File: src/sv/owik_pkg.sv
// Shared types and constants for the omni-wheel inverse kinematics pipeline.
package owik_pkg;

    localparam int NUM_WHEELS = 4;

    // configuration channel
    localparam int CFG_IDX_W  = 4;
    localparam int CFG_DATA_W = 32;

    typedef enum logic [CFG_IDX_W-1:0] {
        REG_WHEEL0_ANGLE    = 4'd0,
        REG_WHEEL1_ANGLE    = 4'd1,
        REG_WHEEL2_ANGLE    = 4'd2,
        REG_WHEEL3_ANGLE    = 4'd3,
        REG_CENTER_DISTANCE = 4'd4,
        REG_RPM_SCALE       = 4'd5,
        REG_MAX_SPEED       = 4'd6,
        REG_ABSOLUTE_MODE   = 4'd7
    } t_reg_idx;

    // field widths
    localparam int ANGLE_W = 16;
    localparam int DIST_W  = 12;
    localparam int SCALE_W = 20;
    localparam int LIM_W   = 23;
    localparam int SPEED_W = 24;
    localparam int TURN_W  = 24;
    localparam int RPM_W   = 16;
    localparam int T_W     = 15;   // folded quarter-turn phase, 0..16384
    localparam int COS_W   = 15;   // cosine magnitude, 0..32767
    localparam int ROT_W   = 42;   // rotation term, Q20 << 5
    localparam int PROJ_W  = 40;   // speed * cos
    localparam int V_W     = 42;   // projection + rotation
    localparam int SPLIT_W = 21;   // low half of v for the partial products
    localparam int PROD_W  = 63;   // v * rpm_scale

    // reset values
    localparam logic [ANGLE_W-1:0] RST_WHEEL0_ANGLE    = 16'd8192;
    localparam logic [ANGLE_W-1:0] RST_WHEEL1_ANGLE    = 16'd24576;
    localparam logic [ANGLE_W-1:0] RST_WHEEL2_ANGLE    = 16'd40960;
    localparam logic [ANGLE_W-1:0] RST_WHEEL3_ANGLE    = 16'd57344;
    localparam logic [DIST_W-1:0]  RST_CENTER_DISTANCE = 12'd307;
    localparam logic [SCALE_W-1:0] RST_RPM_SCALE       = 20'd132019;
    localparam logic [LIM_W-1:0]   RST_MAX_SPEED       = 23'd3072;

    // cosine polynomial, Q15 in u^2
    localparam int COS_K0      = 30;
    localparam int COS_K1      = 684;
    localparam int COS_K2      = 8312;
    localparam int COS_K3      = 40426;
    localparam int COS_ONE     = 32768;
    localparam int COS_MAX     = 32767;
    localparam int QUARTER16   = 16384;
    localparam int W_SHIFT     = 13;
    localparam int POLY_SHIFT  = 15;
    localparam int ROT_SHIFT   = 5;
    localparam int RPM_SHIFT   = 33;

    localparam logic [RPM_W-1:0] RPM_POS_SAT = 16'h7FFF;
    localparam logic [RPM_W-1:0] RPM_NEG_SAT = 16'h8000;

    // register banks inside one wheel lane
    localparam int LANE_STAGES = 10;

    typedef struct packed {
        logic [NUM_WHEELS-1:0][ANGLE_W-1:0] angle;
        logic [DIST_W-1:0]                  center_distance;
        logic [SCALE_W-1:0]                 rpm_scale;
        logic [LIM_W-1:0]                   max_speed;
        logic                               absolute_mode;
    } t_cfg;

    typedef struct packed {
        logic [T_W-1:0] t;
        logic           neg;
    } t_fold;

    typedef struct packed {
        logic                    valid;
        logic [SPEED_W-1:0]      speed;
        logic [ROT_W-1:0]        rot;
        t_fold [NUM_WHEELS-1:0]  fold;
    } t_front;

endpackage

File: src/sv/owik_cfg_regs.sv
// Configuration register file for the kinematics block.
module owik_cfg_regs (
    input  logic                           i_clk,
    input  logic                           i_rst_n,
    input  logic                           i_cfg_valid,
    output logic                           o_cfg_ready,
    input  logic [owik_pkg::CFG_IDX_W-1:0]  i_cfg_index,
    input  logic [owik_pkg::CFG_DATA_W-1:0] i_cfg_data,
    output owik_pkg::t_cfg                 o_cfg
);
    import owik_pkg::*;

    t_cfg r_cfg;

    assign o_cfg_ready = 1'b1;
    assign o_cfg       = r_cfg;

    always_ff @(posedge i_clk) begin
        if (!i_rst_n) begin
            r_cfg.angle[0]        <= RST_WHEEL0_ANGLE;
            r_cfg.angle[1]        <= RST_WHEEL1_ANGLE;
            r_cfg.angle[2]        <= RST_WHEEL2_ANGLE;
            r_cfg.angle[3]        <= RST_WHEEL3_ANGLE;
            r_cfg.center_distance <= RST_CENTER_DISTANCE;
            r_cfg.rpm_scale       <= RST_RPM_SCALE;
            r_cfg.max_speed       <= RST_MAX_SPEED;
            r_cfg.absolute_mode   <= 1'b0;
        end else if (i_cfg_valid) begin
            unique case (i_cfg_index)
                REG_WHEEL0_ANGLE:    r_cfg.angle[0] <= i_cfg_data[ANGLE_W-1:0];
                REG_WHEEL1_ANGLE:    r_cfg.angle[1] <= i_cfg_data[ANGLE_W-1:0];
                REG_WHEEL2_ANGLE:    r_cfg.angle[2] <= i_cfg_data[ANGLE_W-1:0];
                REG_WHEEL3_ANGLE:    r_cfg.angle[3] <= i_cfg_data[ANGLE_W-1:0];
                REG_CENTER_DISTANCE: r_cfg.center_distance <= i_cfg_data[DIST_W-1:0];
                REG_RPM_SCALE:       r_cfg.rpm_scale <= i_cfg_data[SCALE_W-1:0];
                REG_MAX_SPEED:       r_cfg.max_speed <= i_cfg_data[LIM_W-1:0];
                REG_ABSOLUTE_MODE:   r_cfg.absolute_mode <= i_cfg_data[0];
                default: begin
                end
            endcase
        end
    end

endmodule

File: config.mk
export PLATFORM = sky130hd
export DESIGN_NAME = owik_cfg_regs
export DESIGN_NICKNAME = d
export VERILOG_FILES = /design/src/sv/owik_pkg.sv /design/src/sv/owik_cfg_regs.sv
export SDC_FILE = /design/constraint.sdc
export NUM_CORES = 1
export LEC_CHECK = 0
export ABC_AREA = 1
export ABC_CLOCK_PERIOD_IN_PS = 1000
export BUFFER_PORTS_ARGS = -buffer_cell sky130_fd_sc_hd__buf_4
export CAP_MARGIN = 0
export CORE_MARGIN = 2
export CORE_UTILIZATION = 30
export DETAILED_ROUTE_END_ITERATION = 7
export PLACE_DENSITY = 0.55
export SYNTH_ARGS = -nofsm -noshare
export SYNTH_HDL_FRONTEND = slang
export SYNTH_SLANG_ARGS = --single-unit
File: constraint.sdc
create_clock -name i_clk -period 1 [get_ports i_clk]
set_input_delay 0.05 -clock i_clk [delete_from_list [all_inputs] [get_ports i_clk]]
set_output_delay 0.05 -clock i_clk [all_outputs]
set_load 0.02 [all_outputs]
======== After elaboration in Yosys (flattened, before gate mapping) ========
Cells that the tools add are included.
storage, ports and cells
  bits in registers ....................... 120
  bits of input ports ..................... 39
  output and inout port bits .............. 121
  logic and storage cells ................. 24
operators by class
  eq/ne operators ......................... 7
  reductions and logical operators ........ 9
operator list
  operator                                                                count
  4-bit by 3-bit equality test with 1-bit output (second input constant)  4
  2-bit AND reduction                                                     8
  4-bit by 2-bit equality test with 1-bit output (second input constant)  2
  4-bit by 1-bit equality test with 1-bit output (second input constant)  1
  4-bit zero test                                                         1

======== Depth between registers and ports, before layout ========
  depth after elaboration ................. 2
  gate-level depth with buffers ........... 7
  depth with buffers taken out ............ 6

======== Least setup slack after synthesis ========
Ideal clock, no wire load.
  path type ............................... input-to-reg
  start point ............................. in i_cfg_index[3] (netlist bit)
  end point ............................... reg r_cfg (netlist bit o_cfg[100])
  setup time .............................. 0.113 ns
  arrival time ............................ 0.749 ns
  path buffers ............................ 1
  slack ................................... 0.138 ns
  stages .................................. 5
  data required time ...................... 0.887 ns
  cells stage by stage .................... nor2_2 -> clkbuf_1 -> nand4_1 -> nand2_1 -> nor2_1
between the ends
  longest elaborated chain between the ends .. 2
ends and longest elaborated chain
  what                                            RTL line             text
  start, declared                                 owik_cfg_regs.sv:7   input logic [owik_pkg::CFG_IDX_W-1:0] i_cfg_index,
  4-bit by 2-bit equality test with 1-bit output  owik_cfg_regs.sv:29  unique case (i_cfg_index)
  2-bit AND reduction (no source line)            n/a
  end, declared                                   owik_cfg_regs.sv:13  t_cfg r_cfg;
No other way between the ends.
A chain may end at the register's enable or synchronous reset.

======== Worst setup path after layout ========
  start point ............................. reg r_cfg (netlist bit o_cfg[97])
  end point ............................... out o_cfg[97] (netlist bit)
RTL lines
  what           RTL line            text
  end, declared  owik_cfg_regs.sv:9  output owik_pkg::t_cfg o_cfg
No word-level cell between the ends.

==> reports/summary.txt <==
OUTCOME
--------------------------------------------------------------------------------------------------------
Status                                                                                         completed

YOSYS
--------------------------------------------------------------------------------------------------------
Syn Inst Count                                                                                       697
Post-synthesis async set-or-reset flop share                                                          0%
Biggest area consumer among synthesized cells                                               sky130_fd_sc_hd__dfxtp_1
Count of flip-flops with a built-in enable after synthesis                                             0
Cells taking the most area after synthesis                                                  sky130_fd_sc_hd__dfxtp_1 (50%), sky130_fd_sc_hd__nand2_1 (17%), sky130_fd_sc_hd__nor2_1 (15%), sky130_fd_sc_hd__inv_1 (4.3%), sky130_fd_sc_hd__nand3_1 (4.1%)
Synthesis-stage register bit count                                                                   120
Synthesized net count                                                                                736
Average footprint of a synthesized cell                                                        6.931 um2
Share of the synthesized area in the top cell type                                                49.73%
Part of the Yosys area used for sequential elements                                               49.73%
Total number of yosys warnings                                                                         0
Cell variety after synth                                                                              19
Top cells by count, synth                                                                   sky130_fd_sc_hd__nand2_1 (218), sky130_fd_sc_hd__nor2_1 (189), sky130_fd_sc_hd__dfxtp_1 (120), sky130_fd_sc_hd__inv_1 (55), sky130_fd_sc_hd__nand3_1 (40)
Synth Flop Type                                                                             sky130_fd_sc_hd__dfxtp_1
Most numerous cell in the Yosys netlist                                                     sky130_fd_sc_hd__nand2_1
Combined area of all synthesized cells                                                      0.004831 mm2

FINAL LAYOUT
--------------------------------------------------------------------------------------------------------
Fraction of layout instances using a drive strength above 1                                       27.01%
Post-synthesis to final-layout area growth                                                        48.41%
Number of flip-flops in the largest register                                                         120
Total area of sequential cells                                                              0.002426 mm2
Final std cells w/o fill                                                                           1,101
Total area of multi-input combinational cells                                               0.001989 mm2
Count of antenna diodes in the layout                                                                  0
Finished Cell Area                                                                          0.007169 mm2
Final net count                                                                                      915
# fillers                                                                                          1,641

FLOORPLANNING
--------------------------------------------------------------------------------------------------------
Die Ht                                                                                          130.9 um
Number of top-level design ports                                                                     160
Die Footprint                                                                                0.01713 mm2
Core footprint                                                                               0.01583 mm2
Cell row count                                                                                        46
Starting density of the core                                                                      30.52%
Die boundary width                                                                              130.9 um

WORST SETUP PATH
--------------------------------------------------------------------------------------------------------
Setup crit start kind                                                                           register
Cells along the critical path                                                                      buf_4
Required time reported for the critical path endpoint                                             950 ps
Largest fanout of any net on the critical path                                                         2
CP endpoint kind                                                                            primary output
Maximum cell stage delay along the critical path                                                  350 ps
Arrival time at the worst endpoint                                                                920 ps
CP top delay family                                                                           flip-flops
Buf/Inv on CP                                                                                          1
Type of the setup path with the least slack                                                 register to primary output
Crit path max-delay cell type                                                               sky130_fd_sc_hd__dfxtp_1

GLOBAL ROUTE
--------------------------------------------------------------------------------------------------------
Overflow left after global routing                                                                     0
Number of global-route vias before repair                                                          4,104
First-pass GRT wire length                                                                     22,090 um
Initial antenna violation count                                                                        0
Maximum number of pins on one net before global-route repair                                          62
Total routing resource utilization after global routing                                           17.44%

TIMING
--------------------------------------------------------------------------------------------------------
Post-Route Skew                                                                                     0 ps
Post-route fraction of the period consumed by the critical path                                   97.28%
Post-layout minimum cycle time                                                                  972.8 ps
Setup TNS                                                                                           0 ps
Final slew viol count                                                                                  0
Final Hold Viols                                                                                       0
Achievable clock frequency                                                                     1.028 GHz
Setup-violating endpoint count in the final report                                                     0

PWR
--------------------------------------------------------------------------------------------------------
Total power density per cell area                                                            1666 mW/mm2
Max IR drop VDD                                                                                 1.140 mV
Lkg Pwr                                                                                         3.574 nW

ROUTING
--------------------------------------------------------------------------------------------------------
WL/cell                                                                                         13.27 um
Vias per cell                                                                                      4.182
Detailed router's first-iteration violation count                                                    221
Total Routed Length                                                                            14,610 um
Post-detailed-route count of antenna-violating nets                                                    0
First drt pass iteration count                                                                         4
Vias                                                                                               4,604
DRC violation count after routing                                                                      0

PLACE
--------------------------------------------------------------------------------------------------------
Post-detailed-placement cell area                                                           0.006337 mm2
I/O Buffers                                                                                          149
Placed Instances                                                                                   1,050
Half-perimeter wire length of the detailed placement result                                    10,130 um
Final weighted congestion in routability-driven placement                                         0.7779

JOB
--------------------------------------------------------------------------------------------------------
Count of maximum capacitance violations                                                                0

WORST HOLD PATH
--------------------------------------------------------------------------------------------------------
Min-delay worst type                                                                        input pin to register

CLOCKING
--------------------------------------------------------------------------------------------------------
Clk sinks                                                                                            120
Num CTS Buffers                                                                                       17
TritonCTS clock tree                                                                                done
Post-CTS clock slew at the launch and capture registers of the worst setup and hold paths          50 ps
H-tree lvl count                                                                                       4
Later-pin clock latency in the skew report                                                        420 ps
Root cell of the clock tree                                                                 sky130_fd_sc_hd__clkbuf_16
Maximum clock insertion buffer count                                                                   2

==> final cells by class <==
cell class | count | share of cell area (%)
timing repair buffer | 197 | 23.89
inverter | 58 | 3.054
multi-input combinational | 482 | 27.75
sequential | 120 | 33.84
clock buffer | 24 | 6.719
clock inverter | 4 | 0.9773
tap | 216 | 3.770
==> path summary, 6_finish.rpt <==
check	from	endpoint	slack, ps	cells after the start
setup / recovery	o_cfg[97]	o_cfg[97]	30	1
setup reg to reg	o_cfg[59]	o_cfg[59]	370	4
hold reg to reg	o_cfg[45]	o_cfg[45]	460	2
hold / removal	i_cfg_index[1]	o_cfg[85]	50	5
==> layer usage <==
layer / vias to the layer above / part of all wire, % / GRT usage, %
met5: - / 0 / 0
met4: 0 / 1.3 / 5.945
met3: 19 / 6.8 / 6.474
met2: 121 / 44 / 26.13
met1: 2015 / 48 / 23.17
li1: 2449 / - / -
==> placed cells by master, fill, tap and decap left out, drive strengths merged <==
cell type	n
nor2	204
bufinv	2
clkbuf	24
inv	57
nand4	15
nand3	41
nand2	221
dlygate4sd3	23
dfxtp	120
clkinv	3
buf	174
conb	1
==> per-stage QoR <==
| step | total power [mW] | utilization, % | hold WS (ps) | setup WS [ps] |
|---|---|---|---|---|
| 6_report | 11.94 | 45.30 | 51.01 | 27.19 |
| 5_1_grt | 12.43 | 45.30 | 52.29 | -3.290 |
| 4_1_cts | 12.09 | 45.04 | 33.97 | 2.535 |
| 3_5_place_dp | 6.151 | 40.04 | 283.3 | -81.68 |
| 3_3_place_gp | 6.149 | 40.04 | 284.3 | -74.98 |
| 2_1_floorplan | 5.612 | - | 163.2 | 137.9 |
==> report_power, final <==
part,internal (mW),switching (mW)
Clock,3.79,2.03
Sequential,4.90,0.0586
Combinational,0.486,0.679
Total,9.18,2.77
==> kinds of logic (layout without fill, tap and decap cells) <==
kind of cell	count (synthesis)	count (layout)	share of synthesized area, %
AND/OR/NAND/NOR	481	481	41.10
buffers and inverters	95	283	9.091
flip-flops	120	120	49.73
other	1	1	0.07763
==> repair_timing <==
action	in CTS	in global routing
hold buffers	23	0
resized for setup	7	19
endpoints found under the setup margin	7	15
endpoints found under the hold margin	61	0
setup buffers	0	0
No activity file was read; power rests on OpenSTA's default activity.
