`src/sv/owik_pkg.sv`:
```
// Shared types and constants for the omni-wheel inverse kinematics pipeline.
package owik_pkg;

    localparam int NUM_WHEELS = 4;

    // configuration channel
    localparam int CFG_IDX_W  = 4;
    localparam int CFG_DATA_W = 32;

    typedef enum logic [CFG_IDX_W-1:0] {
        REG_WHEEL0_ANGLE    = 4'd0,
        REG_WHEEL1_ANGLE    = 4'd1,
        REG_WHEEL2_ANGLE    = 4'd2,
        REG_WHEEL3_ANGLE    = 4'd3,
        REG_CENTER_DISTANCE = 4'd4,
        REG_RPM_SCALE       = 4'd5,
        REG_MAX_SPEED       = 4'd6,
        REG_ABSOLUTE_MODE   = 4'd7
    } t_reg_idx;

    // field widths
    localparam int ANGLE_W = 16;
    localparam int DIST_W  = 12;
    localparam int SCALE_W = 20;
    localparam int LIM_W   = 23;
    localparam int SPEED_W = 24;
    localparam int TURN_W  = 24;
    localparam int RPM_W   = 16;
    localparam int T_W     = 15;   // folded quarter-turn phase, 0..16384
    localparam int COS_W   = 15;   // cosine magnitude, 0..32767
    localparam int ROT_W   = 42;   // rotation term, Q20 << 5
    localparam int PROJ_W  = 40;   // speed * cos
    localparam int V_W     = 42;   // projection + rotation
    localparam int SPLIT_W = 21;   // low half of v for the partial products
    localparam int PROD_W  = 63;   // v * rpm_scale

    // reset values
    localparam logic [ANGLE_W-1:0] RST_WHEEL0_ANGLE    = 16'd8192;
    localparam logic [ANGLE_W-1:0] RST_WHEEL1_ANGLE    = 16'd24576;
    localparam logic [ANGLE_W-1:0] RST_WHEEL2_ANGLE    = 16'd40960;
    localparam logic [ANGLE_W-1:0] RST_WHEEL3_ANGLE    = 16'd57344;
    localparam logic [DIST_W-1:0]  RST_CENTER_DISTANCE = 12'd307;
    localparam logic [SCALE_W-1:0] RST_RPM_SCALE       = 20'd132019;
    localparam logic [LIM_W-1:0]   RST_MAX_SPEED       = 23'd3072;

    // cosine polynomial, Q15 in u^2
    localparam int COS_K0      = 30;
    localparam int COS_K1      = 684;
    localparam int COS_K2      = 8312;
    localparam int COS_K3      = 40426;
    localparam int COS_ONE     = 32768;
    localparam int COS_MAX     = 32767;
    localparam int QUARTER16   = 16384;
    localparam int W_SHIFT     = 13;
    localparam int POLY_SHIFT  = 15;
    localparam int ROT_SHIFT   = 5;
    localparam int RPM_SHIFT   = 33;

    localparam logic [RPM_W-1:0] RPM_POS_SAT = 16'h7FFF;
    localparam logic [RPM_W-1:0] RPM_NEG_SAT = 16'h8000;

    // register banks inside one wheel lane
    localparam int LANE_STAGES = 10;

    typedef struct packed {
        logic [NUM_WHEELS-1:0][ANGLE_W-1:0] angle;
        logic [DIST_W-1:0]                  center_distance;
        logic [SCALE_W-1:0]                 rpm_scale;
        logic [LIM_W-1:0]                   max_speed;
        logic                               absolute_mode;
    } t_cfg;

    typedef struct packed {
        logic [T_W-1:0] t;
        logic           neg;
    } t_fold;

    typedef struct packed {
        logic                    valid;
        logic [SPEED_W-1:0]      speed;
        logic [ROT_W-1:0]        rot;
        t_fold [NUM_WHEELS-1:0]  fold;
    } t_front;

endpackage

```
`src/sv/owik_front.sv`:
```
// Front stage: speed clamp, heading compensation, per-wheel phase fold, rotation term.
module owik_front #(
    parameter int ANGLE_BITS = 16
) (
    input  logic                              i_clk,
    input  logic                              i_rst_n,
    input  logic                              i_accept,
    input  logic signed [owik_pkg::SPEED_W-1:0] i_target_speed,
    input  logic [owik_pkg::ANGLE_W-1:0]       i_target_heading,
    input  logic signed [owik_pkg::TURN_W-1:0]  i_target_turn_rate,
    input  logic [owik_pkg::ANGLE_W-1:0]       i_measured_yaw,
    input  owik_pkg::t_cfg                     i_cfg,
    output owik_pkg::t_front                   o_front
);
    import owik_pkg::*;

    localparam logic [ANGLE_BITS-1:0] QUARTER_TURN = ANGLE_BITS'(1) << (ANGLE_BITS - 2);

    logic signed [SPEED_W:0]   spd_ext;
    logic signed [SPEED_W:0]   lim_pos;
    logic signed [SPEED_W:0]   lim_neg;
    logic [SPEED_W-1:0]        spd_clamp;
    logic [31:0]               head32;
    logic [31:0]               yaw32;
    logic [ANGLE_BITS-1:0]     dir;
    logic [ANGLE_BITS-1:0]     yaw_off;
    logic [NUM_WHEELS-1:0][31:0]           ang32;
    logic [NUM_WHEELS-1:0][ANGLE_BITS-1:0] phase;
    logic [NUM_WHEELS-1:0][ANGLE_BITS+15:0] phase_ext;
    logic [NUM_WHEELS-1:0][15:0]           p16;
    logic signed [TURN_W+DIST_W:0]         rot_prod;
    t_fold [NUM_WHEELS-1:0]                fold;

    logic                      r_valid;
    logic [SPEED_W-1:0]        r_speed;
    logic [ROT_W-1:0]          r_rot;
    t_fold [NUM_WHEELS-1:0]    r_fold;

    always_comb begin
        spd_ext = {i_target_speed[SPEED_W-1], i_target_speed};
        lim_pos = $signed({2'b00, i_cfg.max_speed});
        lim_neg = -lim_pos;
        priority if (spd_ext > lim_pos) begin
            spd_clamp = lim_pos[SPEED_W-1:0];
        end else if (spd_ext < lim_neg) begin
            spd_clamp = lim_neg[SPEED_W-1:0];
        end else begin
            spd_clamp = spd_ext[SPEED_W-1:0];
        end

        head32  = 32'(i_target_heading);
        yaw32   = 32'(i_measured_yaw);
        yaw_off = yaw32[ANGLE_BITS-1:0] - QUARTER_TURN;
        dir     = i_cfg.absolute_mode ? head32[ANGLE_BITS-1:0] - yaw_off
                                      : head32[ANGLE_BITS-1:0];

        for (int i = 0; i < NUM_WHEELS; i++) begin
            ang32[i]     = 32'(i_cfg.angle[i]);
            phase[i]     = ang32[i][ANGLE_BITS-1:0] - dir;
            // top 16 bits of the phase, zero-filled when the angle is narrower
            phase_ext[i] = {phase[i], 16'h0000};
            p16[i]       = phase_ext[i][ANGLE_BITS+15:ANGLE_BITS];
            fold[i].neg  = p16[i][15] ^ p16[i][14];
            fold[i].t    = p16[i][14] ? T_W'(QUARTER16) - {1'b0, p16[i][13:0]}
                                      : {1'b0, p16[i][13:0]};
        end

        rot_prod = i_target_turn_rate * $signed({1'b0, i_cfg.center_distance});
    end

    always_ff @(posedge i_clk) begin
        if (!i_rst_n) begin
            r_valid <= 1'b0;
        end else begin
            r_valid <= i_accept;
        end
    end

    always_ff @(posedge i_clk) begin
        r_speed <= spd_clamp;
        r_rot   <= {rot_prod, ROT_SHIFT'(0)};
        r_fold  <= fold;
    end

    assign o_front.valid = r_valid;
    assign o_front.speed = r_speed;
    assign o_front.rot   = r_rot;
    assign o_front.fold  = r_fold;

endmodule

```
`config.mk`:
```
export PLATFORM = sky130hd
export DESIGN_NAME = owik_front
export DESIGN_NICKNAME = d
export VERILOG_FILES = /design/src/sv/owik_pkg.sv /design/src/sv/owik_front.sv
export SDC_FILE = /design/constraint.sdc
export NUM_CORES = 1
export LEC_CHECK = 0
export ABC_AREA = 1
export BUFFER_PORTS_ARGS = -buffer_cell sky130_fd_sc_hd__buf_2
export CAP_MARGIN = 20
export CORE_MARGIN = 3
export CORE_UTILIZATION = 30
export CTS_BUF_LIST = sky130_fd_sc_hd__clkbuf_16
export DETAILED_ROUTE_END_ITERATION = 16
export PLACE_DENSITY = 0.49
export SYNTH_ARGS = -nofsm -noshare
export SYNTH_HDL_FRONTEND = slang
export SYNTH_SLANG_ARGS = --single-unit
export TNS_END_PERCENT = 10
```
`constraint.sdc`:
```
create_clock -name i_clk -period 7.6 [get_ports i_clk]
set_clock_uncertainty 0.05 [all_clocks]
set_input_delay 1.52 -clock i_clk [delete_from_list [all_inputs] [get_ports i_clk]]
set_output_delay 1.52 -clock i_clk [all_outputs]
set_load 0.05 [all_outputs]
```
* Yosys cells after proc, flatten, opt, wreduce, memory -nomap -nowiden
Index checks and enable logic that the tools add are counted.
** Operators by class
- Add/sub/neg operators :: 11
- Multipliers :: 1
- Order comparisons :: 2
- Mux-type cells :: 7
- Bitwise logic cells :: 4
** Operators with widths (count)
- $sub A16 B16 Y16 :: 5
- $sub A15 B14 Y15 const A :: 4
- $mux W14 :: 4
- $mul A24 B13 Y37 :: 1
- $lt A24 B25 Y1 :: 1
- $neg A23 Y25 :: 1
- $gt A24 B24 Y1 :: 1
- $mux W24 :: 1
- $mux W23 :: 1
- $mux W16 :: 1
- $sub A16 B15 Y16 const B :: 1
- $xor A1 B1 Y1 :: 4
** Word-level totals
- Bits in registers :: 126
- Input port bits :: 203
- Output and inout bits :: 131
- Word-level logic and storage cells :: 41

* Longest topological paths before layout
- Word-level depth :: 6
- Gate-level depth with buffers :: 28
- Mapped depth without buffers :: 28

* Least setup slack after synthesis
OpenSTA, ideal clock, no wires.
- Path kind :: input -> register
- From :: in i_target_turn_rate[23] in the netlist's numbering
- To :: reg r_rot[41]
- Setup time :: 0.072 ns
- Arrival :: 6.273 ns
- Required time :: 7.478 ns
- Slack :: 1.205 ns
- Stages on the path :: 20
- Path buffers :: 1
- Cells stage by stage :: clkbuf_1 nand2_1 fa_1 inv_1 fa_1 inv_1 fa_1 inv_1 fa_1 inv_1 fa_1 inv_1 ha_1 nand2_1 inv_1 a21oi_1 o21ai_0 o21bai_1 a21oi_1 xor2_1
** On the way
- Cells in the longest elaborated chain, start to end :: 1
** RTL lines
- from (decl) :: RTL line owik_front.sv:10 : input logic signed [owik_pkg::TURN_W-1:0] i_target_turn_rate,
- $mul A24 B13 Y37 :: RTL line owik_front.sv:68 : rot_prod = i_target_turn_rate * $signed({1'b0, i_cfg.center_distance});
- via rot_prod[36] :: RTL line owik_front.sv:31 : logic signed [TURN_W+DIST_W:0] rot_prod;
- to (signal assigned) :: RTL line owik_front.sv:81 : r_rot <= {rot_prod, ROT_SHIFT'(0)};
- to (decl) :: RTL line owik_front.sv:36 : logic [ROT_W-1:0] r_rot;
The timed path passes the listed nets, and every way through them passes these cells.
A chain may end at the register's enable or synchronous reset.

* Worst setup path in the final report
- From :: in i_cfg[49] in the netlist's numbering
- To :: reg r_rot[41]
** On the way
- Cells in the longest elaborated chain, start to end :: 1
** RTL lines
- from (decl) :: RTL line owik_front.sv:12 : input owik_pkg::t_cfg i_cfg,
- $mul A24 B13 Y37 :: RTL line owik_front.sv:68
- via rot_prod[36] :: RTL line owik_front.sv:31
The timed path passes the listed nets, and every way through them passes these cells.

==> out/summary.txt <==
WORST SETUP PATH
----------------------------------------------------------------------------------------
Worst stage delay on the critical path                                           0.55 ns
Crit path DAT                                                                    6.69 ns
Most repeated library cell on the critical path                             sky130_fd_sc_hd__fa_1
Worst Setup Path Type                                                       input port to register
Worst path depth                                                                      22
Slowest cell on the critical path                                           sky130_fd_sc_hd__fa_1
Type of element launching the critical path                                   input port
Buf/Inv on CP                                                                          7
Critical path cell sequence                                                 buf_2, nand2_1, fa_1, fa_1, inv_1, fa_1, fa_1, inv_1, fa_1, inv_1, ha_1, nand2_1, nor2_1, nand4_1, o21ai_0, buf_4, a21boi_0, buf_4, o21bai_1, a21oi_1, buf_4, xor2_1
Required time of the worst setup path                                            7.92 ns
Worst Setup End Kind                                                            register
Largest fanout on the critical path                                                   18
Top Family by Delay on Critical Path                                         adder cells

CLOCK NETWORK
----------------------------------------------------------------------------------------
# hold bufs at CTS                                                                     0
Maximum level of the CTS H-tree                                                        4
Clock Tree Buf Depth                                                                   2
Quantity of gates resized following cts                                                0
CTS tree                                                                           built
Root buffer cell                                                            sky130_fd_sc_hd__clkbuf_16
Number of CTS-inserted buffers                                                        17
Setup Fix Bufs, Post-CTS                                                               0
Clk slew on worst S/H paths                                                      0.07 ns
Number of sinks handled by clock tree synthesis                                      126

HOLD PATH
----------------------------------------------------------------------------------------
Worst hold stages                                                                      3
Hold Path Class                                                             input port to register

GRT
----------------------------------------------------------------------------------------
Initial antenna violation count                                                        4
Pin count of the biggest net entering global routing                                  27
Remaining global-route overflow                                                        0
First-pass GRT wire length                                                     100000 µm
Vias in the first global route                                                     18526
Overall routing resource usage                                                     0.173

STA
----------------------------------------------------------------------------------------
Aggregate negative setup slack                                                      0 ns
Total count of hold-check failures in the final report                                 0
Achievable Freq                                                                  157 MHz
Final-report max-slew violation count                                                  0
Final setup viols                                                                      0
Time the final worst path needs with I/O delays and setup                        6.38 ns
Tcrit/Tclk final                                                                   0.839
RSZ-0062 raised after global routing                                                  no
Worst hold slack                                                                 1.16 ns
Worst Tran Pin Value                                                             1.04 ns
Worst Setup Slack, final                                                         1.22 ns
Normalized max-slew margin                                                         0.299

LAYOUT
----------------------------------------------------------------------------------------
Area growth from synthesis to layout                                               14.7%
Ratio of cells with drive above 1 in the final layout                              0.127
Final Net Count                                                                     3925
Count of non-filler cells in the finished layout                                    4187

OUTCOME
----------------------------------------------------------------------------------------
Result of the run                                                           complete, no violations

POWER AND IR DROP
----------------------------------------------------------------------------------------
Pleak                                                                            14.2 nW
Largest voltage drop on the vdd net                                             0.314 mV
PwrDens                                                                       423 nW/µm²

DIE
----------------------------------------------------------------------------------------
Vertical die dimension                                                            272 µm
Total I/O pin count                                                                  334
Core area                                                                      69300 µm²
Number of placement rows                                                              96
Die area                                                                       73900 µm²
X dimension of the die                                                            272 µm
Effective utilization at floorplan                                                 0.306

ROUTING
----------------------------------------------------------------------------------------
Average wire per standard cell                                                   14.9 µm
Total detailed-routing wirelength                                               62300 µm
Detailed-route DRC error count                                                         0
Number of nets with antenna violations after routing                                   0
Vias                                                                               18506
Initial detailed-routing violation count                                             864
Pre-Repair DR Iteration Count                                                          5
Detailed-route vias per instance                                                    4.42

YOSYS
----------------------------------------------------------------------------------------
Compound-cell area share of the yosys netlist                                     0.0710
Average cell area after synthesis                                               7.16 µm²
Share of synthesized registers carrying an async set or reset                          0
Primary FF master, synth                                                    sky130_fd_sc_hd__dfxtp_1
Synthesis warning total                                                                0
Unique masters post-synth                                                             52
Dominant combinational cell family by area after synthesis                   adder cells
Fraction of synthesized cell area in xor and xnor cells                           0.0465
Area fraction in and, or, nand and nor cells after synthesis                       0.230
Sequential area share after synthesis                                              0.119
Portion of netlist area occupied by mux cells                                    0.00283
Count of flip-flops with a built-in enable after synthesis                             0
Adder-Cell Fraction of Synth Area                                                  0.378
Area of the mapped netlist                                                     21200 µm²
Flop and latch count out of synthesis                                                126
Cells after Synth                                                                   2962

PLACEMENT
----------------------------------------------------------------------------------------
Weighted congestion at the end of routability-driven global placement              0.850
Total half-perimeter wirelength after legalization and detailed placement       53000 µm
Placed insts                                                                        4151
Place WS                                                                        0.711 ns
Number of I/O port buffers                                                           308

JOB
----------------------------------------------------------------------------------------
Number of max-cap violations                                                           0

-- tightest hold or removal path, delay by kind of cell --
family | cells | cell delay [ns]
buffers and inverters | 2 | 0.11
AND/OR/NAND/NOR | 1 | 0.04
-- through the flow --
stage	utilization	power, W	instance area, µm²
after CTS	0.351	0.0105	24300
final	0.351	0.0103	24300
after global routing	0.351	0.0115	24300
after floorplan	-	0.00732	21200
after global placement	0.342	0.00950	23700
after detailed placement	0.342	0.00951	23700
-- final timing paths --
kind | start | to | slack (ns)
hold / removal | i_accept | r_valid | 1.16
setup / recovery | i_cfg[49] | r_rot[41] | 1.22
-- power by group --
group | internal (W) | total (W) | switching (W)
registers | 0.00103 | 0.00112 | 0.0000907
logic | 0.00281 | 0.00826 | 0.00545
clock network | 0.000460 | 0.000884 | 0.000424
-- synth_stat cells, drive strengths merged (29+ instances only) --
library cell,n,area share
a21oi,119,0.028
clkbuf,58,0.010
dfxtp,126,0.12
fa,263,0.25
ha,220,0.13
inv,759,0.13
nand2,766,0.14
nand3,183,0.049
nand4,29,0.0086
nor2,98,0.018
nor3,32,0.0078
o21ai,92,0.022
xnor2,33,0.014
xor2,76,0.032
-- placed cells by master (no fill, tap or decap), drive strengths merged, types with 4 or more instances in the layout --
| master | count |
|---|---|
| o21bai | 8 |
| o21ai | 92 |
| xnor2 | 33 |
| ha | 220 |
| fa | 263 |
| or2 | 4 |
| conb | 5 |
| a21oi | 119 |
| o21a | 10 |
| nand2 | 766 |
| nand3 | 183 |
| buf | 330 |
| diode | 4 |
| dfxtp | 126 |
| a21o | 6 |
| nor3 | 32 |
| o221ai | 5 |
| o211ai | 8 |
| mux2i | 6 |
| nor4 | 4 |
| a211oi | 5 |
| clkbuf | 17 |
| xor2 | 76 |
| inv | 767 |
| nor2 | 98 |
| nand3b | 17 |
| nand4 | 29 |
-- cell type report --
class / instances / area, µm²
sequential: 126 / 2520
antenna: 4 / 10.0
clock inverter: 15 / 149
clock buffer: 17 / 425
multi-input combinational: 2005 / 15500
inverter: 759 / 2850
tap: 931 / 1160
timing repair buffer: 330 / 1710
fill: 7590 / 45000
-- sequential cells by signal, summed over array words and instances (netlist names) --
register  flops
o_front      64
r_valid       1
r_rot        37
r_speed      24
-- logic make-up (layout without fill, tap and decap cells) --
group / Yosys count / in the layout
compound gates: 268 / 268
xor+xnor: 109 / 109
fa+ha+maj: 483 / 483
buf+inv: 835 / 1121
flops: 126 / 126
mux: 6 / 6
other cells: 1 / 9
simple gates: 1134 / 1134
-- metal layers --
layer  share of wire  GRT usage  vias to the layer above  wire (µm)
li1                -          -                     9509          -
met1            0.48      0.232                     8661      29800
met2            0.47      0.292                      283      29200
met3           0.033     0.0248                       51       2080
met4           0.020     0.0462                        2       1230
met5         0.00014          0                        -          9
Power figures use the tool's default switching activity.
